===== src/rtl/core/uvs_pkg.sv =====
// Shared types and constants for the UV sphere strip generator.
// Holds the sequencer states, the vertex record and the CORDIC arctangent table.
// No dependencies.
package uvs_pkg;

    localparam int QUARTER_W     = 7;
    localparam int QUARTER_RESET = 5;
    localparam int RADIUS_W      = 16;
    localparam int RADIUS_RESET  = 256;
    localparam int CFG_W         = 16;
    localparam int NRM_W         = 16;
    localparam int POS_W         = 17;
    localparam int TEX_W         = 17;
    localparam int TDATA_W       = 136;
    localparam int QUO_W         = 31;
    localparam int CNT_W         = 5;
    localparam int XY_W          = 33;
    localparam int Z_W           = 34;
    localparam int PROD_W        = 34;

    localparam logic [30:0] HALF_PI_Q30     = 31'd1686629713;
    localparam logic [30:0] CORDIC_GAIN_Q30 = 31'd652032874;

    // Register indexes on the configuration port
    localparam logic REG_QUARTER = 1'b0;
    localparam logic REG_RADIUS  = 1'b1;

    typedef enum logic [3:0] {
        B_IDLE,
        B_ANG,
        B_ANGM,
        B_DIV,
        B_CINIT,
        B_ROT,
        B_TRIG,
        B_TEXS,
        B_TEXD,
        B_M0,
        B_M1,
        B_M2,
        B_M3,
        B_M4,
        B_M5,
        B_OUT
    } back_state_t;

    typedef enum logic [1:0] {
        PH_LON,
        PH_UP,
        PH_LOW
    } phase_t;

    typedef enum logic {
        DIV_ANGLE,
        DIV_TEX
    } div_kind_t;

    typedef struct packed {
        logic                     sphere_end;
        logic                     pair_end;
        logic [TEX_W-1:0]         tex_v;
        logic [TEX_W-1:0]         tex_u;
        logic signed [POS_W-1:0]  pos_z;
        logic signed [POS_W-1:0]  pos_y;
        logic signed [POS_W-1:0]  pos_x;
        logic signed [NRM_W-1:0]  normal_z;
        logic signed [NRM_W-1:0]  normal_y;
        logic signed [NRM_W-1:0]  normal_x;
    } vtx_t;

    // atan(2^-i) in Q2.30 radians
    function automatic logic [30:0] atan_q30(input logic [CNT_W-1:0] i);
        logic [30:0] a;
        begin
            case (i)
                5'd0:    a = 31'd843314857;
                5'd1:    a = 31'd497837830;
                5'd2:    a = 31'd263043837;
                5'd3:    a = 31'd133525159;
                5'd4:    a = 31'd67021687;
                5'd5:    a = 31'd33543516;
                5'd6:    a = 31'd16775851;
                5'd7:    a = 31'd8388437;
                5'd8:    a = 31'd4194283;
                5'd9:    a = 31'd2097149;
                5'd10:   a = 31'd1048576;
                5'd11:   a = 31'd524288;
                5'd12:   a = 31'd262144;
                5'd13:   a = 31'd131072;
                5'd14:   a = 31'd65536;
                5'd15:   a = 31'd32768;
                5'd16:   a = 31'd16384;
                5'd17:   a = 31'd8192;
                5'd18:   a = 31'd4096;
                5'd19:   a = 31'd2048;
                5'd20:   a = 31'd1024;
                5'd21:   a = 31'd512;
                5'd22:   a = 31'd256;
                5'd23:   a = 31'd128;
                default: a = 31'd0;
            endcase
            return a;
        end
    endfunction

endpackage


===== src/rtl/core/uvs_front.sv =====
// Front end: accepts requests, tracks ring and column, emits one job per request.
// Depends on uvs_pkg.
module uvs_front #(
    parameter int MAX_QUARTER = 64,
    parameter int QW          = 7,
    parameter int JW          = 3 * QW + 4
) (
    input  logic                          clk,
    input  logic                          rst_n,
    input  logic                          cfg_we,
    input  logic                          cfg_index,
    input  logic [uvs_pkg::CFG_W-1:0]     cfg_data,
    input  logic                          req_valid,
    output logic                          req_ready,
    input  logic                          req_restart,
    output logic                          job_push,
    output logic [JW-1:0]                 job_data,
    input  logic                          job_full
);
    import uvs_pkg::*;

    localparam int RW    = QW + 1;
    localparam int CW    = QW + 2;
    localparam int RST_Q = (QUARTER_RESET > MAX_QUARTER) ? MAX_QUARTER : QUARTER_RESET;

    logic [QUARTER_W-1:0]  quarter_reg;
    logic signed [RW-1:0]  ring_reg, ring_next;
    logic [CW-1:0]         col_reg, col_next;
    logic [QW-1:0]         q_eff, q_new;
    logic signed [RW-1:0]  q_s;
    logic [CW-1:0]         n_w;
    logic signed [RW-1:0]  ring_use;
    logic [CW-1:0]         col_use;
    logic                  last_w;
    logic signed [RW-1:0]  ring_inc;

    function automatic logic [QW-1:0] eff_q(input logic [QUARTER_W-1:0] v);
        begin
            if (v == '0)
                eff_q = QW'(1);
            else if ({1'b0, v} > (QUARTER_W + 1)'(MAX_QUARTER))
                eff_q = QW'(MAX_QUARTER);
            else
                eff_q = QW'(v);
        end
    endfunction

    // Effective segment quarter and derived counts
    always_comb
    begin
        q_eff    = eff_q(quarter_reg);
        q_new    = eff_q(cfg_data[QUARTER_W-1:0]);
        q_s      = signed'({1'b0, q_eff});
        n_w      = {q_eff, 2'b00};
        ring_use = req_restart ? -q_s : ring_reg;
        col_use  = req_restart ? '0 : col_reg;
        last_w   = (ring_use == q_s - RW'(1)) && (col_use == n_w);
        ring_inc = ring_use + RW'(1);
        if (col_use == n_w)
        begin
            col_next  = '0;
            ring_next = (ring_inc >= q_s) ? -q_s : ring_inc;
        end
        else
        begin
            col_next  = col_use + CW'(1);
            ring_next = ring_use;
        end
    end

    assign req_ready = !job_full;
    assign job_push  = req_valid && !job_full;
    assign job_data  = {last_w, q_eff, col_use, ring_use};

    // Hold configuration and advance the strip position
    always_ff @(posedge clk or negedge rst_n)
    begin
        if (!rst_n)
        begin
            quarter_reg <= QUARTER_W'(QUARTER_RESET);
            ring_reg    <= -RW'(RST_Q);
            col_reg     <= '0;
        end
        else if (cfg_we && cfg_index == REG_QUARTER)
        begin
            quarter_reg <= cfg_data[QUARTER_W-1:0];
            ring_reg    <= -signed'({1'b0, q_new});
            col_reg     <= '0;
        end
        else if (job_push)
        begin
            ring_reg <= ring_next;
            col_reg  <= col_next;
        end
    end

endmodule


===== src/rtl/core/uvs_queue.sv =====
// Two-entry job queue between the front end and the vertex engine.
// Depends on uvs_pkg only through the modules around it.
module uvs_queue #(
    parameter int W = 32
) (
    input  logic         clk,
    input  logic         rst_n,
    input  logic         push,
    input  logic [W-1:0] push_data,
    output logic         full,
    input  logic         pop,
    output logic         not_empty,
    output logic [W-1:0] head
);
    logic [W-1:0] mem_reg [2];
    logic         wr_ptr_reg, rd_ptr_reg;
    logic [1:0]   count_reg;

    assign full      = (count_reg == 2'd2);
    assign not_empty = (count_reg != 2'd0);
    assign head      = mem_reg[rd_ptr_reg];

    // Store the pushed word
    always_ff @(posedge clk)
    begin
        if (push)
            mem_reg[wr_ptr_reg] <= push_data;
    end

    // Advance pointers and count
    always_ff @(posedge clk or negedge rst_n)
    begin
        if (!rst_n)
        begin
            wr_ptr_reg <= 1'b0;
            rd_ptr_reg <= 1'b0;
            count_reg  <= 2'd0;
        end
        else
        begin
            if (push)
                wr_ptr_reg <= ~wr_ptr_reg;
            if (pop)
                rd_ptr_reg <= ~rd_ptr_reg;
            if (push && !pop)
                count_reg <= count_reg + 2'd1;
            else if (pop && !push)
                count_reg <= count_reg - 2'd1;
        end
    end

endmodule


===== src/rtl/core/uvs_back.sv =====
// Vertex engine: shared divider, CORDIC and multiplier run one job into two vertices.
// Depends on uvs_pkg.
module uvs_back #(
    parameter int CORDIC_STEPS = 16,
    parameter int QW           = 7,
    parameter int JW           = 3 * QW + 4
) (
    input  logic                           clk,
    input  logic                           rst_n,
    input  logic                           job_valid,
    input  logic [JW-1:0]                  job_data,
    output logic                           job_pop,
    input  logic [uvs_pkg::RADIUS_W-1:0]   radius,
    output logic                           out_valid,
    input  logic                           out_ready,
    output uvs_pkg::vtx_t                  out_vtx
);
    import uvs_pkg::*;

    localparam int RW = QW + 1;
    localparam int CW = QW + 2;
    localparam int DW = QW + QUO_W;

    back_state_t state_reg, state_next;
    phase_t      phase_reg, phase_next;
    div_kind_t   kind_reg;
    logic [CNT_W-1:0] cnt_reg, cnt_next;

    // Job fields
    logic signed [RW-1:0] ring_reg;
    logic [CW-1:0]        col_reg;
    logic [QW-1:0]        q_reg;
    logic                 last_reg;

    // Angle reduction
    logic [1:0]           quad_reg;
    logic [QW-1:0]        r_reg;

    // Divider
    logic [QW:0]          rem_reg;
    logic [QUO_W-1:0]     dvd_reg, quo_reg;
    logic [QW:0]          dvs_reg;

    // CORDIC
    logic signed [XY_W-1:0] x_reg, y_reg;
    logic signed [Z_W-1:0]  z_reg;

    // Results
    logic signed [NRM_W-1:0] lc_reg, ls_reg, cl_reg, sl_reg, nx_reg, nz_reg;
    logic signed [POS_W-1:0] px_reg, py_reg, pz_reg;
    logic [TEX_W-1:0]        u_reg, v_reg;
    logic signed [PROD_W-1:0] p_reg;

    logic    out_valid_reg;
    vtx_t    out_reg;

    logic [CW-1:0]          n_w;
    logic signed [RW-1:0]   lat_w;
    logic signed [CW:0]     lat_x;
    logic [CW-1:0]          km_w, q1_w, q2_w, q3_w;
    logic [1:0]             quad_w;
    logic [QW-1:0]          r_w;
    logic [DW-1:0]          dsrc_w;
    logic [QW:0]            latq_w;
    logic [QW+1:0]          trial_w;
    logic signed [XY_W-1:0] dx_w, dy_w;
    logic signed [Z_W-1:0]  at_w;
    logic signed [XY_W-1:0] xr_w, yr_w;
    logic signed [NRM_W-1:0] cc_w, ss_w, c_w, s_w;
    logic signed [16:0]     ma_w, mb_w;
    logic signed [PROD_W-1:0] prod_w;
    logic signed [PROD_W-1:0] pr_w;
    logic signed [NRM_W-1:0] rn_w;
    logic signed [POS_W-1:0] rp_w;
    logic                    out_load;

    function automatic logic signed [NRM_W-1:0] clamp_nrm(input logic signed [XY_W-1:0] v);
        begin
            if (v > XY_W'(16384))
                clamp_nrm = NRM_W'(16384);
            else if (v < -XY_W'(16384))
                clamp_nrm = -NRM_W'(16384);
            else
                clamp_nrm = NRM_W'(v);
        end
    endfunction

    // Angle and texture operands
    always_comb
    begin
        n_w    = {q_reg, 2'b00};
        lat_w  = (phase_reg == PH_UP) ? ring_reg + RW'(1) : ring_reg;
        lat_x  = (CW + 1)'(lat_w);
        if (phase_reg == PH_LON)
            km_w = (col_reg == n_w) ? '0 : col_reg;
        else if (lat_x < 0)
            km_w = CW'(lat_x + signed'({1'b0, n_w}));
        else
            km_w = CW'(lat_x);
        q1_w = CW'(q_reg);
        q2_w = CW'({q_reg, 1'b0});
        q3_w = q1_w + q2_w;
        if (km_w >= q3_w)
        begin
            quad_w = 2'd3;
            r_w    = QW'(km_w - q3_w);
        end
        else if (km_w >= q2_w)
        begin
            quad_w = 2'd2;
            r_w    = QW'(km_w - q2_w);
        end
        else if (km_w >= q1_w)
        begin
            quad_w = 2'd1;
            r_w    = QW'(km_w - q1_w);
        end
        else
        begin
            quad_w = 2'd0;
            r_w    = QW'(km_w);
        end
        latq_w = (QW + 1)'(lat_w + signed'(RW'(q_reg)));
        if (state_reg == B_ANGM)
            dsrc_w = DW'(r_reg) * DW'(HALF_PI_Q30);
        else if (phase_reg == PH_LON)
            dsrc_w = DW'({col_reg, 15'b0}) + DW'(q_reg);
        else
            dsrc_w = DW'({latq_w, 16'b0}) + DW'(q_reg);
    end

    // Divider step, rotation step and rounding
    always_comb
    begin
        trial_w = {rem_reg, dvd_reg[QUO_W-1]} - {1'b0, dvs_reg};
        dx_w    = y_reg >>> cnt_reg;
        dy_w    = x_reg >>> cnt_reg;
        at_w    = Z_W'(atan_q30(cnt_reg));
        xr_w    = (x_reg + XY_W'(32768)) >>> 16;
        yr_w    = (y_reg + XY_W'(32768)) >>> 16;
        cc_w    = clamp_nrm(xr_w);
        ss_w    = clamp_nrm(yr_w);
        case (quad_reg)
            2'd0:
            begin
                c_w = cc_w;
                s_w = ss_w;
            end
            2'd1:
            begin
                c_w = -ss_w;
                s_w = cc_w;
            end
            2'd2:
            begin
                c_w = -cc_w;
                s_w = -ss_w;
            end
            default:
            begin
                c_w = ss_w;
                s_w = -cc_w;
            end
        endcase
        case (state_reg)
            B_M0:
            begin
                ma_w = 17'(cl_reg);
                mb_w = 17'(lc_reg);
            end
            B_M1:
            begin
                ma_w = 17'(cl_reg);
                mb_w = 17'(ls_reg);
            end
            B_M2:
            begin
                ma_w = signed'({1'b0, radius});
                mb_w = 17'(nx_reg);
            end
            B_M3:
            begin
                ma_w = signed'({1'b0, radius});
                mb_w = 17'(sl_reg);
            end
            default:
            begin
                ma_w = signed'({1'b0, radius});
                mb_w = 17'(nz_reg);
            end
        endcase
        prod_w = PROD_W'(ma_w) * PROD_W'(mb_w);
        pr_w   = (p_reg + PROD_W'(8192)) >>> 14;
        if (pr_w > PROD_W'(16384))
            rn_w = NRM_W'(16384);
        else if (pr_w < -PROD_W'(16384))
            rn_w = -NRM_W'(16384);
        else
            rn_w = NRM_W'(pr_w);
        if (pr_w > PROD_W'(65535))
            rp_w = POS_W'(65535);
        else if (pr_w < -PROD_W'(65535))
            rp_w = -POS_W'(65535);
        else
            rp_w = POS_W'(pr_w);
    end

    assign out_load = !out_valid_reg || out_ready;

    // Sequencer: next state and handshakes
    always_comb
    begin
        state_next = state_reg;
        phase_next = phase_reg;
        cnt_next   = cnt_reg;
        job_pop    = 1'b0;
        case (state_reg)
            B_IDLE:
            begin
                if (job_valid)
                begin
                    job_pop    = 1'b1;
                    phase_next = PH_LON;
                    state_next = B_ANG;
                end
            end
            B_ANG:   state_next = B_ANGM;
            B_ANGM:
            begin
                cnt_next   = '0;
                state_next = B_DIV;
            end
            B_DIV:
            begin
                cnt_next = cnt_reg + CNT_W'(1);
                if (cnt_reg == CNT_W'(QUO_W - 1))
                    state_next = (kind_reg == DIV_ANGLE) ? B_CINIT : B_TEXD;
            end
            B_CINIT:
            begin
                cnt_next   = '0;
                state_next = B_ROT;
            end
            B_ROT:
            begin
                cnt_next = cnt_reg + CNT_W'(1);
                if (cnt_reg == CNT_W'(CORDIC_STEPS - 1))
                    state_next = B_TRIG;
            end
            B_TRIG:  state_next = B_TEXS;
            B_TEXS:
            begin
                cnt_next   = '0;
                state_next = B_DIV;
            end
            B_TEXD:
            begin
                if (phase_reg == PH_LON)
                begin
                    phase_next = PH_UP;
                    state_next = B_ANG;
                end
                else
                    state_next = B_M0;
            end
            B_M0:    state_next = B_M1;
            B_M1:    state_next = B_M2;
            B_M2:    state_next = B_M3;
            B_M3:    state_next = B_M4;
            B_M4:    state_next = B_M5;
            B_M5:    state_next = B_OUT;
            B_OUT:
            begin
                if (out_load)
                begin
                    if (phase_reg == PH_UP)
                    begin
                        phase_next = PH_LOW;
                        state_next = B_ANG;
                    end
                    else
                        state_next = B_IDLE;
                end
            end
            default: state_next = B_IDLE;
        endcase
    end

    // Hold control state
    always_ff @(posedge clk or negedge rst_n)
    begin
        if (!rst_n)
        begin
            state_reg     <= B_IDLE;
            phase_reg     <= PH_LON;
            cnt_reg       <= '0;
            out_valid_reg <= 1'b0;
        end
        else
        begin
            state_reg <= state_next;
            phase_reg <= phase_next;
            cnt_reg   <= cnt_next;
            if (state_reg == B_OUT && out_load)
                out_valid_reg <= 1'b1;
            else if (out_ready)
                out_valid_reg <= 1'b0;
        end
    end

    // Datapath registers
    always_ff @(posedge clk)
    begin
        case (state_reg)
            B_IDLE:
            begin
                ring_reg <= job_data[RW-1:0];
                col_reg  <= job_data[RW+CW-1:RW];
                q_reg    <= job_data[RW+CW+QW-1:RW+CW];
                last_reg <= job_data[JW-1];
            end
            B_ANG:
            begin
                quad_reg <= quad_w;
                r_reg    <= r_w;
            end
            B_ANGM:
            begin
                kind_reg <= DIV_ANGLE;
                rem_reg  <= {1'b0, dsrc_w[DW-1:QUO_W]};
                dvd_reg  <= dsrc_w[QUO_W-1:0];
                dvs_reg  <= {1'b0, q_reg};
            end
            B_TEXS:
            begin
                kind_reg <= DIV_TEX;
                rem_reg  <= {1'b0, dsrc_w[DW-1:QUO_W]};
                dvd_reg  <= dsrc_w[QUO_W-1:0];
                dvs_reg  <= {q_reg, 1'b0};
            end
            B_DIV:
            begin
                dvd_reg <= {dvd_reg[QUO_W-2:0], 1'b0};
                if (!trial_w[QW+1])
                begin
                    rem_reg <= trial_w[QW:0];
                    quo_reg <= {quo_reg[QUO_W-2:0], 1'b1};
                end
                else
                begin
                    rem_reg <= {rem_reg[QW-1:0], dvd_reg[QUO_W-1]};
                    quo_reg <= {quo_reg[QUO_W-2:0], 1'b0};
                end
            end
            B_CINIT:
            begin
                x_reg <= XY_W'(CORDIC_GAIN_Q30);
                y_reg <= '0;
                z_reg <= Z_W'(quo_reg);
            end
            B_ROT:
            begin
                if (!z_reg[Z_W-1])
                begin
                    x_reg <= x_reg - dx_w;
                    y_reg <= y_reg + dy_w;
                    z_reg <= z_reg - at_w;
                end
                else
                begin
                    x_reg <= x_reg + dx_w;
                    y_reg <= y_reg - dy_w;
                    z_reg <= z_reg + at_w;
                end
            end
            B_TRIG:
            begin
                if (phase_reg == PH_LON)
                begin
                    lc_reg <= c_w;
                    ls_reg <= s_w;
                end
                else
                begin
                    cl_reg <= c_w;
                    sl_reg <= s_w;
                end
            end
            B_TEXD:
            begin
                if (phase_reg == PH_LON)
                    u_reg <= (quo_reg >= QUO_W'(65536)) ? '0
                             : TEX_W'(65536) - TEX_W'(quo_reg);
                else
                    v_reg <= (quo_reg > QUO_W'(65536)) ? TEX_W'(65536) : TEX_W'(quo_reg);
            end
            B_M0:
                p_reg <= prod_w;
            B_M1:
            begin
                nx_reg <= rn_w;
                p_reg  <= prod_w;
            end
            B_M2:
            begin
                nz_reg <= rn_w;
                p_reg  <= prod_w;
            end
            B_M3:
            begin
                px_reg <= rp_w;
                p_reg  <= prod_w;
            end
            B_M4:
            begin
                py_reg <= rp_w;
                p_reg  <= prod_w;
            end
            B_M5:
            begin
                pz_reg <= rp_w;
            end
            B_OUT:
            begin
                if (out_load)
                begin
                    out_reg.normal_x   <= nx_reg;
                    out_reg.normal_y   <= sl_reg;
                    out_reg.normal_z   <= nz_reg;
                    out_reg.pos_x      <= px_reg;
                    out_reg.pos_y      <= py_reg;
                    out_reg.pos_z      <= pz_reg;
                    out_reg.tex_u      <= u_reg;
                    out_reg.tex_v      <= v_reg;
                    out_reg.pair_end   <= (phase_reg == PH_LOW);
                    out_reg.sphere_end <= (phase_reg == PH_LOW) && last_reg;
                end
            end
            default:
            begin
            end
        endcase
    end

    assign out_valid = out_valid_reg;
    assign out_vtx   = out_reg;

endmodule


===== src/rtl/core/uv_sphere_strip_generator_core.sv =====
// Top level of the UV sphere strip generator: front end, job queue, vertex engine.
// Depends on uvs_pkg, uvs_front, uvs_queue and uvs_back.
//
//  Channel   Direction  Handshake           Payload
//  s_*       in         s_tvalid/s_tready   s_tdata[0] restart
//  m_*       out        m_tvalid/m_tready   m_tdata vertex, m_tuser pair_end, m_tlast sphere_end
//  cfg_*     in         cfg_we              cfg_index register, cfg_data value
//
// One request yields two vertices; six runs of the shared restoring divider and
// three CORDIC rotations of CORDIC_STEPS steps each dominate the work.
// Reset is asynchronous and active low; no clearing pass is needed.
// A two-entry job queue lets requests be taken while the engine works, and the
// output register lets the engine finish a vertex while the previous one waits.
module uv_sphere_strip_generator_core #(
    parameter int MAX_QUARTER  = 64,
    parameter int CORDIC_STEPS = 16
) (
    input  logic                                clk,
    input  logic                                rst_n,
    input  logic                                s_tvalid,
    output logic                                s_tready,
    input  logic [7:0]                          s_tdata,   // [0] restart
    output logic                                m_tvalid,
    input  logic                                m_tready,
    // normal_x, normal_y, normal_z, pos_x, pos_y, pos_z, tex_u, tex_v, zero pad
    output logic [uvs_pkg::TDATA_W-1:0]         m_tdata,
    output logic                                m_tuser,   // [0] pair_end
    output logic                                m_tlast,
    input  logic                                cfg_we,
    input  logic                                cfg_index,
    input  logic [uvs_pkg::CFG_W-1:0]           cfg_data
);
    import uvs_pkg::*;

    localparam int QW = $clog2(MAX_QUARTER + 1);
    localparam int JW = 3 * QW + 4;

    logic [RADIUS_W-1:0] radius_reg;
    logic                job_push, job_full, job_pop, job_valid;
    logic [JW-1:0]       job_in, job_head;
    vtx_t                vtx;

    // Hold the radius register
    always_ff @(posedge clk or negedge rst_n)
    begin
        if (!rst_n)
            radius_reg <= RADIUS_W'(RADIUS_RESET);
        else if (cfg_we && cfg_index == REG_RADIUS)
            radius_reg <= cfg_data[RADIUS_W-1:0];
    end

    uvs_front #(
        .MAX_QUARTER (MAX_QUARTER),
        .QW          (QW),
        .JW          (JW)
    ) u_front (
        .clk         (clk),
        .rst_n       (rst_n),
        .cfg_we      (cfg_we),
        .cfg_index   (cfg_index),
        .cfg_data    (cfg_data),
        .req_valid   (s_tvalid),
        .req_ready   (s_tready),
        .req_restart (s_tdata[0]),
        .job_push    (job_push),
        .job_data    (job_in),
        .job_full    (job_full)
    );

    uvs_queue #(
        .W (JW)
    ) u_queue (
        .clk       (clk),
        .rst_n     (rst_n),
        .push      (job_push),
        .push_data (job_in),
        .full      (job_full),
        .pop       (job_pop),
        .not_empty (job_valid),
        .head      (job_head)
    );

    uvs_back #(
        .CORDIC_STEPS (CORDIC_STEPS),
        .QW           (QW),
        .JW           (JW)
    ) u_back (
        .clk       (clk),
        .rst_n     (rst_n),
        .job_valid (job_valid),
        .job_data  (job_head),
        .job_pop   (job_pop),
        .radius    (radius_reg),
        .out_valid (m_tvalid),
        .out_ready (m_tready),
        .out_vtx   (vtx)
    );

    // Pack the vertex word
    assign m_tdata = {3'b000, vtx.tex_v, vtx.tex_u, vtx.pos_z, vtx.pos_y, vtx.pos_x,
                      vtx.normal_z, vtx.normal_y, vtx.normal_x};
    assign m_tuser = vtx.pair_end;
    assign m_tlast = vtx.sphere_end;

endmodule


===== config.mk =====
export PLATFORM = sky130hd
export DESIGN_NAME = uv_sphere_strip_generator_core
export DESIGN_NICKNAME = d
export VERILOG_FILES = /design/src/rtl/core/uvs_pkg.sv /design/src/rtl/core/uvs_front.sv /design/src/rtl/core/uvs_queue.sv /design/src/rtl/core/uvs_back.sv /design/src/rtl/core/uv_sphere_strip_generator_core.sv
export SDC_FILE = /design/constraint.sdc
export NUM_CORES = 2
export LEC_CHECK = 0
export ABC_AREA = 1
export BUFFER_PORTS_ARGS = -buffer_cell sky130_fd_sc_hd__buf_2
export CORE_UTILIZATION = 35
export CTS_BUF_LIST = sky130_fd_sc_hd__clkbuf_4 sky130_fd_sc_hd__clkbuf_8
export CTS_CLUSTER_DIAMETER = 150
export DETAILED_ROUTE_END_ITERATION = 8
export HOLD_SLACK_MARGIN = 0.03
export SLEW_MARGIN = 10
export SYNTH_ARGS = -nofsm -noshare
export SYNTH_HDL_FRONTEND = slang
export SYNTH_SLANG_ARGS = --single-unit

===== constraint.sdc =====
create_clock -name clk -period 7 [get_ports clk]
set_input_delay 0.35 -clock clk [delete_from_list [all_inputs] [get_ports clk]]
set_output_delay 0.35 -clock clk [all_outputs]
set_load 0.01 [all_outputs]

== Word level (Yosys, flattened, before mapping) ==
Memories as Yosys holds them, arrays and structs flattened. A register that Yosys moved wholly into a read port is not among the register bits.
Cells that the tools add are included.
Operators by class
  add/sub/neg operators: 30
  muxes and demuxes: 70
  equality and inequality tests: 31
  reductions and logical operators: 40
  shift operators: 2
  $mul: 2
  bitwise operators: 4
  order comparisons: 17
Operators with widths (count)
  one-hot mux 33 bit (2 select lines): 2
  2-to-1 mux 16 bit: 6
  one-hot mux 16 bit (3 select lines): 2
  2-to-1 mux 38 bit: 2
  one-hot mux 17 bit (4 select lines): 1
  one-hot mux 34 bit (2 select lines): 1
  adder 33 x 17 -> 33 bit, second input constant: 2
  adder 33 bit: 2
  2-to-1 mux 33 bit: 2
  >>> shifter 33 x 5 -> 33 bit: 2
  subtractor 33 bit: 2
  2-to-1 mux 9 bit: 7
  one-hot mux 31 bit (2 select lines): 1
  one-hot mux 4 bit (15 select lines): 1
  2-to-1 mux 8 bit: 7
  2-to-1 mux 17 bit: 3
  adder 24 x 7 -> 25 bit: 2
  2-to-1 mux 7 bit: 7
  multiplier 7 x 31 -> 38 bit, second input constant: 1
  adder 34 x 15 -> 34 bit, second input constant: 1
  adder 34 x 32 -> 34 bit: 1
  greater-than comparator 17 x 16 -> 1 bit, second input constant: 2
  < comparator 17 x 15 -> 1 bit, second input constant: 2
  multiplier 17 x 17 -> 34 bit: 1
  62 further kinds: 136
Storage, ports and cells
  output and inout bits: 140
  bits in read-only memories: 960
  RAM bits: 50
  memories kept: 2
  register bits: 594
Memories
  (name not given): words 32, width 30, read ports 1, clocked after memory_dff 0, wr ports 0, RTL line uvs_pkg.sv:75  | case (i)
  u_queue.mem_reg: words 2, width 25, read ports 1, clocked after memory_dff 1, wr ports 1, RTL line uvs_queue.sv:15  | logic [W-1:0] mem_reg [2];

== Depth between registers and ports, before layout ==
  word-level depth: 11
  gate-level depth with buffers: 36

== Modules after synthesis ==
A second synthesis with hierarchy kept.
Second synthesis, totals
  cell total of the unflattened synthesis: 6980
  area total of the unflattened synthesis: 57046.0 µm²
By module, submodules not included
  uvs_back: area an instance 51813.4 µm², instances 1, cells each 6450
  uvs_front: area an instance 2402.3 µm², instances 1, cells each 353
  uvs_queue: area an instance 2112.0 µm², instances 1, cells each 103
  uv_sphere_strip_generator_core: area an instance 718.2 µm², instances 1, cells each 74

== Worst setup path before layout ==
No wires, ideal clock.
  path kind: reg-to-reg
  start: register u_back.state_reg[1]
  end: register u_back.p_reg[33] (data pin)
  setup time: 262 ps
  path buffers: 1
  required time: 6738 ps
  arrival time: 7196 ps
  slack: -459 ps
  period minus slack after synthesis: 7459 ps
  stages on the path, launching flop included: 27
  cell sequence: dfrtp_1 nor2_1 nand2_1 clkinv_1 buf_1 a22o_1 a21oi_1 nand3_1 o21ai_1 nor2_1 inv_1 fa_1 inv_1 fa_1 fa_1 fa_1 inv_1 fa_1 fa_1 inv_1 ha_1 inv_1 nor3_1 nand2_1 nor4_1 a21oi_1 xor2_1
Between the ends
  word-level cells in the longest chain between the ends: 4
Ends and longest elaborated chain
  from (decl): RTL line uvs_back.sv:24  | back_state_t state_reg, state_next;
  from (signal assigned): RTL line uvs_back.sv:301  | state_reg <= state_next;
  == test 4 bit: RTL line uvs_back.sv:165  | case (state_reg)
  OR reduction 2 bit (no line)
  2-to-1 mux 17 bit: RTL line uvs_back.sv:165
  multiplier 17 x 17 -> 34 bit (*): RTL line uvs_back.sv:192  | prod_w = PROD_W'(ma_w) * PROD_W'(mb_w);
  net u_back.prod_w[33]: RTL line uvs_back.sv:71  | logic signed [PROD_W-1:0] prod_w;
  to (signal assigned): RTL line uvs_back.sv:398  | p_reg <= prod_w;
  to (signal assigned): RTL line uvs_back.sv:402  | p_reg <= prod_w;
  to (signal assigned): RTL line uvs_back.sv:407  | p_reg <= prod_w;
  to (decl): RTL line uvs_back.sv:52  | logic signed [PROD_W-1:0] p_reg;
Mark *: on every way through the listed nets, which the timed path passes. The rest lies on a longest branch.
A chain may end at the register's enable or synchronous reset.

== Worst setup path in the final report ==
  start: register u_back.state_reg[1]
  end: register u_back.p_reg[24] (data pin)
Same word-level chain as after synthesis.

==> impl_metrics.yaml <==
run_status:
  outcome: "finished clean"
power:
  power_leakage_nw: 29.9
  pwr-share-clk_pct: 36.1
  power_mw: 10.5
  max-vdd-ir-drop_mv: 0.138
  combPwrFrac_pct: 21.5
  pwr_density_cell_mw_per_mm2: 161
  pwr-share-seq_pct: 42.5
  p_int_mw: 7.41
  netSwitchingFraction_pct: 29.7
  power_switching_mw: 3.14
synth:
  yosysSeqAreaShare_pct: 34.8
  syn_area_mm2: 0.0559
  post-synth-top-area-cell: "edfxtp_1"
  synthTopCellsByCount: "1590 x nand2_1, 1012 x inv_1, 670 x nor2_1, 600 x edfxtp_1, 397 x a21oi_1"
  yosys_warnings: 0
  synthCells: 6808
  syn_avg_cell_area_um2: 8.21
  synth_area_leaders: "edfxtp_1 32%, fa_1 12%, nand2_1 11%, ha_1 7.7%, inv_1 6.8%"
  synth_top_area_share_pct: 32.2
  yosysMostFrequentCell: "nand2_1"
  synth_edf_count: 600
  ys.flop_type: "edfxtp_1"
  ys_types: 77
  async_flop_share_pct: 8.54
  yosys_register_bits: 656
global_routing:
  antenna_found_initial: 3
  globalRouteOverflowTotal: 0
  grt_pass1_vias: 47200
  grt_usage_pct: 21.1
  grt_pass1_wl_um: 268000
  grt_max_degree: 136
timing:
  tns_ps: 0
  max_freq_mhz: 146
  period_share_pct: 97.7
  hold_viol_final: 0
  relSlewSlack_pct: 20.4
  min_period_ps: 6840
  finalMaxSlewViolations: 0
  worstMarginPinSlew_ps: 1190
  fin_worst_skew_ps: 63.4
  setup-violations-final: 0
placed_design:
  dp_hpwl_um: 139000
  place.gp.congestion: 0.957
  port_buffers: 159
setup_path:
  cp.required_ps: 7600
  r2r-end: "u_back.p_reg[24]$_DFFE_PP_"
  cp_data_arrival_time_ps: 7440
  r2r_cells: 30
  path_class: "register to register"
  cp-start-kind: "register"
  crit_top_cell: "fa_1"
  reg2reg_from: "u_back.state_reg[1]$_DFFE_PN0P_"
  cp_max_fo: 8
  slowest_stage: "fa_1"
  max_stage_delay_ps: 550
  endpoint_kind: "register"
  ff2ff_setup_slack_ps: 160
detailed_routing:
  first_pass_iters: 9
  drt_wl_total_um: 175000
  ant_nets: 0
  vias: 48300
  drt-vias-per-instance: 5.09
  wire_per_inst_um: 18.5
  route.detailed.drc: 0
  drtIter0Drc: 3931
clocking:
  clockBufferDepth: 3
  cts-root-buf: "clkbuf_8"
  clock_latency_ps: 890
  clkSinkCount: 656
  clk_pin_slew_worst_paths_ps: 60
  cts_made_buffers: 115
  cts_tree: "built"
  htreeDepth: 3
min_path:
  hold_depth: 4
  hold_path.class: "input port to register"
  hp-start: "s_tvalid"
  min_to: "u_front.ring_reg[7]$_DFFE_PN1P_"
cells_and_area:
  drive_gt1_share_pct: 14.4
  largest_register_ffs: 135
  fillers: 15700
  nets: 8030
  area_growth_pct: 17.1
  multi_input_comb_area_mm2: 0.0327
  register_area_mm2: 0.0194
floorplan:
  die_w_um: 402
  start_util_pct: 35.3
  coreArea_mm2: 0.158
  fp-row-count: 146
  die_area_mm2: 0.161
  ioPinCount: 170
  fp.dieH_um: 402
job:
  drv_cap: 0
==> cells by family after synthesis <==
logic type,count (synthesis),synth area share [%]
compound gates,1148,11.8
xor+xnor,203,3.19
fa+ha+maj,688,20.0
buf+inv,1229,8.59
flops,656,34.8
mux,14,0.253
other cells,1,0.00671
simple gates,2869,21.3
==> how the worst max path moves through the flow <==
stage | from | endpoint | slack [ps] | cells after the start
after floorplan | u_back.state_reg[1]$_DFFE_PN0P_ | u_back.p_reg[28]$_DFFE_PP_ | 7 | 29
after global placement | u_back.state_reg[3]$_DFFE_PN0P_ | u_back.p_reg[33]$_DFFE_PP_ | -160 | 29
after detailed placement | u_back.state_reg[3]$_DFFE_PN0P_ | u_back.p_reg[33]$_DFFE_PP_ | -240 | 29
after CTS | u_back.state_reg[2]$_DFFE_PN0P_ | u_back.p_reg[30]$_DFFE_PP_ | -20 | 26
after global routing | u_back.state_reg[1]$_DFFE_PN0P_ | u_back.p_reg[29]$_DFFE_PP_ | -80 | 35
final | u_back.state_reg[1]$_DFFE_PN0P_ | u_back.p_reg[24]$_DFFE_PP_ | 160 | 30
==> cells in the final DEF (no fill, tap or decap), types with 20 or more instances in the layout <==
| cell | instances |
|---|---|
| nand2_1 | 1563 |
| inv_1 | 991 |
| nor2_1 | 633 |
| edfxtp_1 | 600 |
| a21oi_1 | 374 |
| nand3_1 | 340 |
| fa_1 | 332 |
| buf_4 | 332 |
| ha_1 | 322 |
| o21ai_0 | 297 |
| buf_2 | 159 |
| o21ai_1 | 140 |
| xor2_1 | 131 |
| clkbuf_8 | 115 |
| nand4_1 | 71 |
| xnor2_1 | 71 |
| nor3_1 | 57 |
| inv_2 | 42 |
| nor2_2 | 42 |
| dfrtp_1 | 42 |
| clkbuf_4 | 38 |
| o21a_1 | 35 |
| nand2_2 | 34 |
| o211ai_1 | 29 |
| clkinv_1 | 29 |
| a31oi_1 | 29 |
| a21o_1 | 28 |
| dlygate4sd3_1 | 26 |
| or2_2 | 25 |
| nor2_4 | 22 |
| o21ai_2 | 22 |
| ha_4 | 21 |
| buf_6 | 21 |
| buf_12 | 20 |
==> worst max-delay path: cells and delay by family (launching register included) <==
kind | cells | cell delay, ps
simple gates | 5 | 530
xor+xnor | 1 | 140
fa+ha+maj | 7 | 3280
flops | 1 | 410
compound gates | 5 | 1010
buf+inv | 12 | 1180
==> power groups by stage <==
| stage | clock network [mW] | logic, mW | registers, mW |
|---|---|---|---|
| finish | 3.80 | 2.26 | 4.48 |
| global route | 4.06 | 2.52 | 4.49 |
| CTS | 3.92 | 2.00 | 4.48 |
| detailed placement | 0 | 1.96 | 4.56 |
| global placement | 0 | 1.94 | 4.56 |
| floorplan | 0 | 1.15 | 4.54 |
==> stage by stage <==
| stage | setup WS (ps) | cell area (µm²) | hold slack [ps] | instances | utilization, % |
|---|---|---|---|---|---|
| finish | 160 | 65400 | 111 | 9481 | 41.3 |
| global placement | -162 | 61100 | 401 | 9183 | 38.6 |
| global route | -76.0 | 65400 | 146 | 9477 | 41.3 |
| detailed placement | -240 | 61100 | 405 | 9183 | 38.6 |
| floorplan | 7.25 | 55900 | 54.4 | 6810 | - |
| CTS | -17.3 | 64100 | 56.6 | 9430 | 40.5 |
==> area by class of cell <==
type / count / share of cell area, %
Inverter: 1049 / 6.05
Clock inverter: 55 / 0.832
Sequential cell: 656 / 29.7
Tap cell: 2072 / 3.96
Antenna cell: 6 / 0.0229
Timing Repair Buffer: 565 / 6.62
Clock buffer: 153 / 2.85
Multi-Input combinational cell: 4925 / 50.0
==> per-layer routing <==
metal	GRT usage [%]	vias to the layer above	part of all wire, %
met5	0	-	0.0040
li1	-	23400	-
met1	28.7	23300	44
met4	7.56	2	3.2
met3	2.37	238	5.6
met2	34.6	1341	47
==> what timing repair did <==
| item | CTS | global route |
|---|---|---|
| hold endpoints to repair | 79 | 0 |
| resized for setup | 58 | 197 |
| pin swaps | 18 | 114 |
| hold buffers | 26 | 0 |
| setup endpoints to repair | 13 | 19 |
| gates cloned | 2 | 3 |
| buffers inserted | 11 | 42 |
Note: power is estimated with default switching activity, not from simulation.
